==> src/design/pps_pkg.sv <==
package pps_pkg;

  // Sizing
  localparam int LEVEL_COUNT = 5;
  localparam int QUEUE_DEPTH = 16;
  localparam int PID_BITS    = 16;

  // Fixed field widths of the ports
  localparam int PID_W    = 16;
  localparam int LVL_W    = 3;
  localparam int STATUS_W = 2;

  // Derived widths
  localparam int KEEP_W    = (PID_BITS < PID_W) ? PID_BITS : PID_W;
  localparam int LVL_IDX_W = (LEVEL_COUNT > 1) ? $clog2(LEVEL_COUNT) : 1;
  localparam int PTR_W     = (QUEUE_DEPTH > 1) ? $clog2(QUEUE_DEPTH) : 1;
  localparam int CNT_W     = $clog2(QUEUE_DEPTH + 1);
  localparam int ADDR_W    = LVL_IDX_W + PTR_W;
  localparam int RAM_DEPTH = LEVEL_COUNT << PTR_W;

  // Command codes
  localparam logic CMD_READY   = 1'b0;
  localparam logic CMD_RELEASE = 1'b1;

  // Status codes
  localparam logic [STATUS_W-1:0] STAT_OK       = 2'd0;
  localparam logic [STATUS_W-1:0] STAT_FULL     = 2'd1;
  localparam logic [STATUS_W-1:0] STAT_IDLE_REL = 2'd2;

  // Controller -> datapath
  typedef struct packed {
    logic capture;
    logic exec;
    logic load_slot;
    logic publish;
  } pps_cmd_t;

  // Datapath -> controller
  typedef struct packed {
    logic need_read;
  } pps_stat_t;

  function automatic logic [PTR_W-1:0] ptr_inc(input logic [PTR_W-1:0] p);
    return (p == PTR_W'(QUEUE_DEPTH - 1)) ? '0 : p + 1'b1;
  endfunction

endpackage

==> src/design/pps_ram.sv <==
module pps_ram #(
  parameter int WIDTH = 16,
  parameter int DEPTH = 80
) (
  input  logic                     clk,
  input  logic                     we,
  input  logic [$clog2(DEPTH)-1:0] waddr,
  input  logic [WIDTH-1:0]         wdata,
  input  logic [$clog2(DEPTH)-1:0] raddr,
  output logic [WIDTH-1:0]         rdata
);

  logic [WIDTH-1:0] mem [DEPTH];

  always_ff @(posedge clk) begin
    if (we) begin
      mem[waddr] <= wdata;
    end
    rdata <= mem[raddr];
  end

endmodule

==> src/design/pps_ctrl.sv <==
module pps_ctrl (
  input  logic               clk,
  input  logic               rst_n,
  input  logic               in_valid,
  output logic               in_ready,
  output logic               out_valid,
  input  logic               out_ready,
  input  pps_pkg::pps_stat_t stat,
  output pps_pkg::pps_cmd_t  cmd
);
  import pps_pkg::*;

  typedef enum logic [3:0] {
    S_IDLE = 4'b0001,
    S_EXEC = 4'b0010,
    S_READ = 4'b0100,
    S_OUT  = 4'b1000
  } state_t;

  state_t state_r, state_nxt;
  logic   out_valid_r, out_valid_nxt;

  always_comb begin
    state_nxt = state_r;
    cmd       = '0;
    unique case (state_r)
      S_IDLE: begin
        if (in_valid) begin
          cmd.capture = 1'b1;
          state_nxt   = S_EXEC;
        end
      end
      S_EXEC: begin
        cmd.exec  = 1'b1;
        state_nxt = stat.need_read ? S_READ : S_OUT;
      end
      S_READ: begin
        cmd.load_slot = 1'b1;
        state_nxt     = S_OUT;
      end
      S_OUT: begin
        if (!out_valid_r || out_ready) begin
          cmd.publish = 1'b1;
          state_nxt   = S_IDLE;
        end
      end
      default: begin
        state_nxt = S_IDLE;
      end
    endcase
  end

  always_comb begin
    if (cmd.publish) begin
      out_valid_nxt = 1'b1;
    end else if (out_ready) begin
      out_valid_nxt = 1'b0;
    end else begin
      out_valid_nxt = out_valid_r;
    end
  end

  always_ff @(posedge clk) begin
    if (!rst_n) begin
      state_r     <= S_IDLE;
      out_valid_r <= 1'b0;
    end else begin
      state_r     <= state_nxt;
      out_valid_r <= out_valid_nxt;
    end
  end

  assign in_ready  = (state_r == S_IDLE);
  assign out_valid = out_valid_r;

endmodule

==> src/design/pps_dpath.sv <==
module pps_dpath (
  input  logic                                clk,
  input  logic                                rst_n,
  input  pps_pkg::pps_cmd_t                   cmd,
  output pps_pkg::pps_stat_t                  stat,
  input  logic                                in_cmd,
  input  logic [pps_pkg::PID_W-1:0]           in_process_id,
  input  logic [pps_pkg::LVL_W-1:0]           in_priority_level,
  output logic                                out_running_valid,
  output logic [pps_pkg::PID_W-1:0]           out_running_pid,
  output logic [pps_pkg::LVL_W-1:0]           out_running_level,
  output logic                                out_preempt_flag,
  output logic [pps_pkg::PID_W-1:0]           out_preempted_pid,
  output logic [pps_pkg::STATUS_W-1:0]        out_status
);
  import pps_pkg::*;

  // Captured item
  logic                 cmd_r;
  logic [KEEP_W-1:0]    pid_r;
  logic [LVL_IDX_W-1:0] lvl_r;
  logic [LVL_IDX_W-1:0] sat_lvl;

  // Running slot
  logic                 slot_busy_r, slot_busy_nxt;
  logic [KEEP_W-1:0]    slot_pid_r, slot_pid_nxt;
  logic [LVL_IDX_W-1:0] slot_level_r, slot_level_nxt;

  // Queue pointers
  logic [PTR_W-1:0] head_r  [LEVEL_COUNT];
  logic [PTR_W-1:0] head_nxt[LEVEL_COUNT];
  logic [PTR_W-1:0] tail_r  [LEVEL_COUNT];
  logic [PTR_W-1:0] tail_nxt[LEVEL_COUNT];
  logic [CNT_W-1:0] count_r  [LEVEL_COUNT];
  logic [CNT_W-1:0] count_nxt[LEVEL_COUNT];

  // Pending result
  logic                 res_pflag_r;
  logic [KEEP_W-1:0]    res_ppid_r;
  logic [STATUS_W-1:0]  res_status_r;
  logic [LVL_IDX_W-1:0] disp_lvl_r;

  // Decode
  logic                 is_ready, is_release;
  logic                 preempt;
  logic [LVL_IDX_W-1:0] push_lvl;
  logic [KEEP_W-1:0]    push_pid;
  logic                 push_full;
  logic                 do_push, do_pop;
  logic                 any_ne;
  logic [LVL_IDX_W-1:0] top_lvl;
  logic [KEEP_W-1:0]    ram_rdata;

  assign sat_lvl = (int'(in_priority_level) >= LEVEL_COUNT) ?
                   LVL_IDX_W'(LEVEL_COUNT - 1) : LVL_IDX_W'(in_priority_level);

  assign is_ready   = (cmd_r == CMD_READY);
  assign is_release = (cmd_r == CMD_RELEASE);
  assign preempt    = slot_busy_r && (slot_level_r < lvl_r);
  assign push_lvl   = preempt ? slot_level_r : lvl_r;
  assign push_pid   = preempt ? slot_pid_r : pid_r;
  assign push_full  = (count_r[push_lvl] == CNT_W'(QUEUE_DEPTH));

  // Highest non-empty level; later (higher) levels override
  always_comb begin
    any_ne  = 1'b0;
    top_lvl = '0;
    for (int l = 0; l < LEVEL_COUNT; l++) begin
      if (count_r[l] != '0) begin
        any_ne  = 1'b1;
        top_lvl = LVL_IDX_W'(l);
      end
    end
  end

  assign stat.need_read = is_release && slot_busy_r && any_ne;
  assign do_push = cmd.exec && is_ready && slot_busy_r && !push_full;
  assign do_pop  = cmd.exec && stat.need_read;

  always_comb begin
    for (int l = 0; l < LEVEL_COUNT; l++) begin
      head_nxt[l]  = head_r[l];
      tail_nxt[l]  = tail_r[l];
      count_nxt[l] = count_r[l];
    end
    if (do_push) begin
      tail_nxt[push_lvl]  = ptr_inc(tail_r[push_lvl]);
      count_nxt[push_lvl] = count_r[push_lvl] + 1'b1;
    end
    if (do_pop) begin
      head_nxt[top_lvl]  = ptr_inc(head_r[top_lvl]);
      count_nxt[top_lvl] = count_r[top_lvl] - 1'b1;
    end
  end

  always_comb begin
    slot_busy_nxt  = slot_busy_r;
    slot_pid_nxt   = slot_pid_r;
    slot_level_nxt = slot_level_r;
    if (cmd.exec) begin
      if (is_release) begin
        if (slot_busy_r) begin
          slot_busy_nxt  = 1'b0;
          slot_pid_nxt   = '0;
          slot_level_nxt = '0;
        end
      end else if (!slot_busy_r || preempt) begin
        slot_busy_nxt  = 1'b1;
        slot_pid_nxt   = pid_r;
        slot_level_nxt = lvl_r;
      end
    end else if (cmd.load_slot) begin
      slot_busy_nxt  = 1'b1;
      slot_pid_nxt   = ram_rdata;
      slot_level_nxt = disp_lvl_r;
    end
  end

  always_ff @(posedge clk) begin
    if (!rst_n) begin
      slot_busy_r  <= 1'b0;
      slot_pid_r   <= '0;
      slot_level_r <= '0;
      for (int l = 0; l < LEVEL_COUNT; l++) begin
        head_r[l]  <= '0;
        tail_r[l]  <= '0;
        count_r[l] <= '0;
      end
    end else begin
      slot_busy_r  <= slot_busy_nxt;
      slot_pid_r   <= slot_pid_nxt;
      slot_level_r <= slot_level_nxt;
      for (int l = 0; l < LEVEL_COUNT; l++) begin
        head_r[l]  <= head_nxt[l];
        tail_r[l]  <= tail_nxt[l];
        count_r[l] <= count_nxt[l];
      end
    end
  end

  // Payload registers
  always_ff @(posedge clk) begin
    if (cmd.capture) begin
      cmd_r <= in_cmd;
      pid_r <= in_process_id[KEEP_W-1:0];
      lvl_r <= sat_lvl;
    end
    if (cmd.exec) begin
      disp_lvl_r  <= top_lvl;
      res_pflag_r <= is_ready && preempt;
      res_ppid_r  <= (is_ready && preempt) ? slot_pid_r : '0;
      if (is_release && !slot_busy_r) begin
        res_status_r <= STAT_IDLE_REL;
      end else if (is_ready && slot_busy_r && push_full) begin
        res_status_r <= STAT_FULL;
      end else begin
        res_status_r <= STAT_OK;
      end
    end
    if (cmd.publish) begin
      out_running_valid <= slot_busy_r;
      out_running_pid   <= slot_busy_r ? PID_W'(slot_pid_r) : '0;
      out_running_level <= slot_busy_r ? LVL_W'(slot_level_r) : '0;
      out_preempt_flag  <= res_pflag_r;
      out_preempted_pid <= PID_W'(res_ppid_r);
      out_status        <= res_status_r;
    end
  end

  pps_ram #(
    .WIDTH (KEEP_W),
    .DEPTH (RAM_DEPTH)
  ) u_queue_ram (
    .clk   (clk),
    .we    (do_push),
    .waddr ({push_lvl, tail_r[push_lvl]}),
    .wdata (push_pid),
    .raddr ({top_lvl, head_r[top_lvl]}),
    .rdata (ram_rdata)
  );

endmodule

==> src/design/preemptive_priority_scheduler.sv <==
// Preemptive priority scheduler: one running slot plus a FIFO ready queue
// per priority level (highest level wins).
// Input channel (in_valid/in_ready): in_cmd = 0 makes in_process_id ready at
//   in_priority_level (levels above the top one saturate); in_cmd = 1
//   releases the runner and dispatches the head of the highest non-empty
//   queue. A newcomer with a strictly higher level preempts the runner,
//   which goes back to the tail of its own level's queue.
// Output channel (out_valid/out_ready): one transfer per accepted item,
//   showing the slot after the item, the preempted id if any, and status
//   (ok, queue full with an id dropped, release while idle).
// Sequencing: an item is handled one at a time. A ready item or a release
//   with empty queues goes from accept through execute to publish; a
//   release that dispatches adds a step between them for the registered
//   read of the queue RAM. The next item is accepted as soon as the result
//   moves into the output register.
// Stall: a held result does not block the next accept; the following
//   result waits in the datapath result registers until the output
//   register is taken.
// Reset: slot empty, all queues empty, no result pending. The queue RAM is
//   not cleared; only written entries are ever read.
module preemptive_priority_scheduler (
  input  logic                          clk,
  input  logic                          rst_n,
  input  logic                          in_valid,
  output logic                          in_ready,
  input  logic                          in_cmd,
  input  logic [pps_pkg::PID_W-1:0]     in_process_id,
  input  logic [pps_pkg::LVL_W-1:0]     in_priority_level,
  output logic                          out_valid,
  input  logic                          out_ready,
  output logic                          out_running_valid,
  output logic [pps_pkg::PID_W-1:0]     out_running_pid,
  output logic [pps_pkg::LVL_W-1:0]     out_running_level,
  output logic                          out_preempt_flag,
  output logic [pps_pkg::PID_W-1:0]     out_preempted_pid,
  output logic [pps_pkg::STATUS_W-1:0]  out_status
);
  import pps_pkg::*;

  pps_cmd_t  cmd;
  pps_stat_t stat;

  // Sequencer: accept, execute, optional RAM read, publish
  pps_ctrl u_ctrl (
    .clk       (clk),
    .rst_n     (rst_n),
    .in_valid  (in_valid),
    .in_ready  (in_ready),
    .out_valid (out_valid),
    .out_ready (out_ready),
    .stat      (stat),
    .cmd       (cmd)
  );

  // Slot, queue pointers, queue RAM and result registers
  pps_dpath u_dpath (
    .clk               (clk),
    .rst_n             (rst_n),
    .cmd               (cmd),
    .stat              (stat),
    .in_cmd            (in_cmd),
    .in_process_id     (in_process_id),
    .in_priority_level (in_priority_level),
    .out_running_valid (out_running_valid),
    .out_running_pid   (out_running_pid),
    .out_running_level (out_running_level),
    .out_preempt_flag  (out_preempt_flag),
    .out_preempted_pid (out_preempted_pid),
    .out_status        (out_status)
  );

endmodule

==> config.mk <==
export PLATFORM = sky130hd
export DESIGN_NAME = preemptive_priority_scheduler
export DESIGN_NICKNAME = d
export VERILOG_FILES = /design/src/design/pps_pkg.sv /design/src/design/pps_ram.sv /design/src/design/pps_ctrl.sv /design/src/design/pps_dpath.sv /design/src/design/preemptive_priority_scheduler.sv
export SDC_FILE = /design/constraint.sdc
export NUM_CORES = 2
export LEC_CHECK = 0
export BUFFER_PORTS_ARGS = -buffer_cell sky130_fd_sc_hd__buf_2
export CAP_MARGIN = 5
export CORE_MARGIN = 2
export CORE_UTILIZATION = 47
export DETAILED_ROUTE_END_ITERATION = 16
export PLACE_DENSITY = 0.74
export SLEW_MARGIN = 15
export SYNTH_ARGS = -nofsm -noshare
export SYNTH_HDL_FRONTEND = slang
export SYNTH_HIERARCHICAL = 1
export SYNTH_SLANG_ARGS = --single-unit
==> constraint.sdc <==
create_clock -name clk -period 4.53 [get_ports clk]
set_input_delay 0.6795 -clock clk [delete_from_list [all_inputs] [get_ports clk]]
set_output_delay 0.6795 -clock clk [all_outputs]
set_load 0.005 [all_outputs]
==> summary.md <==
| Metric | Value |
|---|---|
| Async set-or-reset flop fraction in the synthesized netlist | 0% |
| Filler Cells Inserted | 9,130 |
| #FFs+latches synth | 1,467 |
| Clock power share | 42.2% |
| Hold buffers post-CTS | 0 |
| First-pass GRT wire length | 206,000 um |
| Comb power frac | 2.7% |
| Clock Tree Buf Depth | 3 |
| Port Buffers | 64 |
| GRT overflow | 0 |
| GR Layer Usage met3 | 5.09% |
| Final number of hold-violating endpoints | 0 |
| Synth cell types | 82 |
| 1st-iter DRT viols | 4,304 |
| Critical Path End Type | register |
| Most frequent cell on the critical path | buf_4 |
| Ys Warns | 6 |
| Post-Layout Cell Count | 5,171 |
| Crit path launch type | register |
| Max VDD drop | 0.369 mV |
| Post-Syn Nets | 3,208 |
| Vias per cell | 6.04 |
| Core area | 122,000 um^2 |
| Die Area | 126,000 um^2 |
| Placed insts | 4,908 |
| R2R Setup Slk | 0.17 ns |
| Hold Crit Class | in -> reg |
| Total CTS buffers | 142 |
| Vias in the first global route | 30,331 |
| Switch share | 20.5% |
| PostCTS Resize Cnt | 0 |
| Most common flop cell mapped by yosys | edfxtp_1 |
| Initial core utilization | 47.5% |
| Final worst-path cycle share | 96.2% |
| Share of cells above drive strength 1 | 22.1% |
| Post-CTS Setup Inserts | 0 |
| Antenna violations before repair | 5 |
| Slew HR | 24.4% |
| Cell at the slowest stage of the critical path | or3b_1 |
| Max Cap Viol | 0 |
| WL/cell | 27.2 um |
| Seq/Total Area, Yosys | 74.2% |
| Arrival time worst endpoint | 4.79 ns |
| Outcome | finished, final reports clean |
| Max Fclk | 230 MHz |
| Dpl ws | 0.106 ns |
| Critical Path Fanout Max | 16 |
| Depth of the CTS H-tree | 4 |
| Largest net degree at the start of global routing | 81 |
| Crit path largest cell delay | 0.41 ns |
| Final Util | 54.2% |
| Row count | 128 |
| DIE WIDTH | 355 um |
| All-layer global routing usage | 22.3% |
| Mapped Area | 57,900 um^2 |
| Grt peak-use layer | met2 |
| WL final | 141,000 um |
| Clk_skew | 0.0215 ns |
| Crit. Startpoint | u_dpath/lvl_r[2] |
| Pins Over Slew Limit | 0 |
| Crit path setup slack, layout | 0.174 ns |
| Placed wire-length estimate | 87,400 um |
| Worst-margin pin slew | 1.13 ns |
| Via count | 31,226 |
| Number of I/O pins | 65 |
| CTS tree | yes |
| EDFF count, synth | 1,361 |
| Clock sink count | 1,467 |
| Reg clk slew, reported paths | 0.06 ns |
| CP required | 4.96 ns |
| Post-layout min period | 4.36 ns |
| Setup TNS | 0 ns |
| Met1 usage | 31.5% |
| Reg2Reg Depth | 18 |
| Psw | 5.57 mW |
| Nets | 3,457 |
| Layout area overhead | 14.2% |
| Syn_area_per_cell | 18.2 um^2 |
| R2r endpoint | u_dpath/u_queue_ram/mem[27][1] |
| Grt met2 use | 34.5% |
| DRC | 0 |
| Internal power | 21.6 mW |
| Worst-skew pair later-pin latency | 0.76 ns |
| DRT Pass-1 Iters | 5 |
| Antenna Nets Post-Route | 0 |
| Leakage | 20.6 nW |
| Chip Height | 355 um |
| Crit path to | u_dpath/u_queue_ram/mem[27][1] |
| GPL Wtd Cong | 0.922 |
| Power per standard cell area | 411 nW/um^2 |
| Endpoints failing setup | 0 |
| Seq pwr share | 55.1% |
| Crit path kind | reg -> reg |
| Worst r2r src | u_dpath/lvl_r[2] |
| RSZ-0062 raised after global routing | false |
| Synthesized instance count | 3,178 |
| CTS root buf | clkbuf_16 |
| Crit path cell chain | inv_1 > ha_1 > or3b_1 > nand2_1 > o21a_1 > buf_4 > nand3_2 > o221ai_1 > inv_1 > ha_1 > inv_1 > nor3_2 > a21oi_1 > buf_4 > nand3_1 > buf_4 > nor2_1 > buf_4 |
==> registers in the layout, indices dropped and copies added, names as in the netlist, 2 cells and up <==
| signal | count |
|---|---|
| u_ctrl/state_r | 4 |
| u_dpath/count_r | 25 |
| u_dpath/disp_lvl_r | 3 |
| u_dpath/head_r | 20 |
| u_dpath/lvl_r | 3 |
| u_dpath/out_preempted_pid | 16 |
| u_dpath/out_running_level | 3 |
| u_dpath/out_running_pid | 16 |
| u_dpath/out_status | 2 |
| u_dpath/pid_r | 16 |
| u_dpath/res_ppid_r | 16 |
| u_dpath/res_status_r | 2 |
| u_dpath/slot_level_r | 3 |
| u_dpath/slot_pid_r | 16 |
| u_dpath/tail_r | 20 |
| u_dpath/u_queue_ram/mem | 1280 |
| u_dpath/u_queue_ram/rdata | 16 |
==> power by group through the flow <==
stage               Sequential [mW]  Clock [mW]  Combinational [mW]
detailed placement             15.3           0               0.719
global placement               15.3           0               0.696
finish                         15.0        11.5               0.729
global route                   15.0        12.2               0.769
floorplan                      15.3           0               0.318
CTS                            15.0        11.6               0.721
==> worst min-delay path by stage <==
| stage | endpoint | depth (start not counted) | from | slack, ns |
|---|---|---|---|---|
| final | u_dpath/pid_r[7] | 1 | in_process_id[7] | 0.11 |
| after global routing | u_dpath/pid_r[8] | 1 | in_process_id[8] | 0.07 |
| after CTS | u_dpath/pid_r[4] | 1 | in_process_id[4] | 0.06 |
| after global placement | u_dpath/out_preempted_pid[6] | 0 | u_dpath/res_ppid_r[6] | 0.40 |
| after detailed placement | u_dpath/out_preempted_pid[11] | 0 | u_dpath/res_ppid_r[11] | 0.40 |
| after floorplan | u_dpath/out_preempt_flag | 0 | u_dpath/res_pflag_r | 0.40 |
==> critical path: cells and delay by family (launching register included) <==
family,cells,cell delay [ns]
adders and majority gates,2,0.53
DFF,1,0.39
buffers and inverters,7,1.33
AOI/OAI and AO/OA,3,0.65
and+or+nand+nor,6,1.11
==> routing by layer <==
layer  vias up  wire length (um)
met5         -                10
met2      1673             65800
met1     15943             55900
met4         2              4540
li1      13344                 -
met3       264             14500
==> cells in the final DEF (no fill, tap or decap), types with 32 or more instances in the layout <==
master        n
o21ai_0      38
a211oi_1     49
nor2_1      169
nand2_1      93
clkbuf_16   144
clkbuf_1     37
dfxtp_1     106
buf_12       36
a21oi_1      98
buf_2        64
a31oi_1      40
clkinv_1     37
mux4_2      208
mux2i_1     314
nand3_1      57
edfxtp_1   1361
buf_4       185
a22o_1       32
a22oi_1      82
==> cell type report <==
cell class	instances	area, um^2	area share (%)
antenna	1	2.50	0.00378
clock buffer	189	3850	5.82
clock inverter	73	668	1.01
inverter	23	91.3	0.138
multi-input combinational	1507	14100	21.3
sequential	1467	43000	65.0
tap	1625	2030	3.07
timing repair buffer	286	2440	3.69
==> cells in the mapped netlist, types with 7 or more instances <==
library cell	number	area [um^2]
a31oi_1	40	250
and2_1	28	175
nand2b_1	17	106
o21ai_0	38	190
clkbuf_1	67	251
dfxtp_1	106	2120
a22o_1	32	280
a21oi_1	99	495
a211o_1	19	166
mux2_2	38	428
buf_6	10	113
o22ai_1	8	50.1
a211oi_1	49	368
nor2_1	171	642
nor2b_1	35	219
mux4_2	208	4680
nand3_1	57	285
buf_1	18	67.6
o221a_2	18	203
a22oi_1	82	616
mux2i_1	314	3140
buf_2	80	400
nand2_1	93	349
xnor2_1	7	61.3
and3_1	19	119
edfxtp_1	1361	40900
inv_1	18	67.6
nor3_1	33	165
==> metrics by stage <==
step                      instance area (um^2)  hold WS, ns  total power [mW]
after floorplan                          57900        0.400              15.6
after global placement                   61600        0.402              16.0
after detailed placement                 61600        0.405              16.0
after CTS                                66100       0.0604              27.3
after global routing                     66200       0.0724              27.9
final                                    66200        0.106              27.2
==> cell families after synthesis <==
logic type,count (synthesis),synth area share [%]
XOR/XNOR,9,0.136
multiplexers,560,14.3
buffers and inverters,204,1.67
AND/OR/NAND/NOR,492,4.13
AO/OA/AOI/OAI,440,5.44
flip-flops,1467,74.2
adder cells (fa/ha/maj),6,0.130
Note: power is estimated with default switching activity, not from simulation.
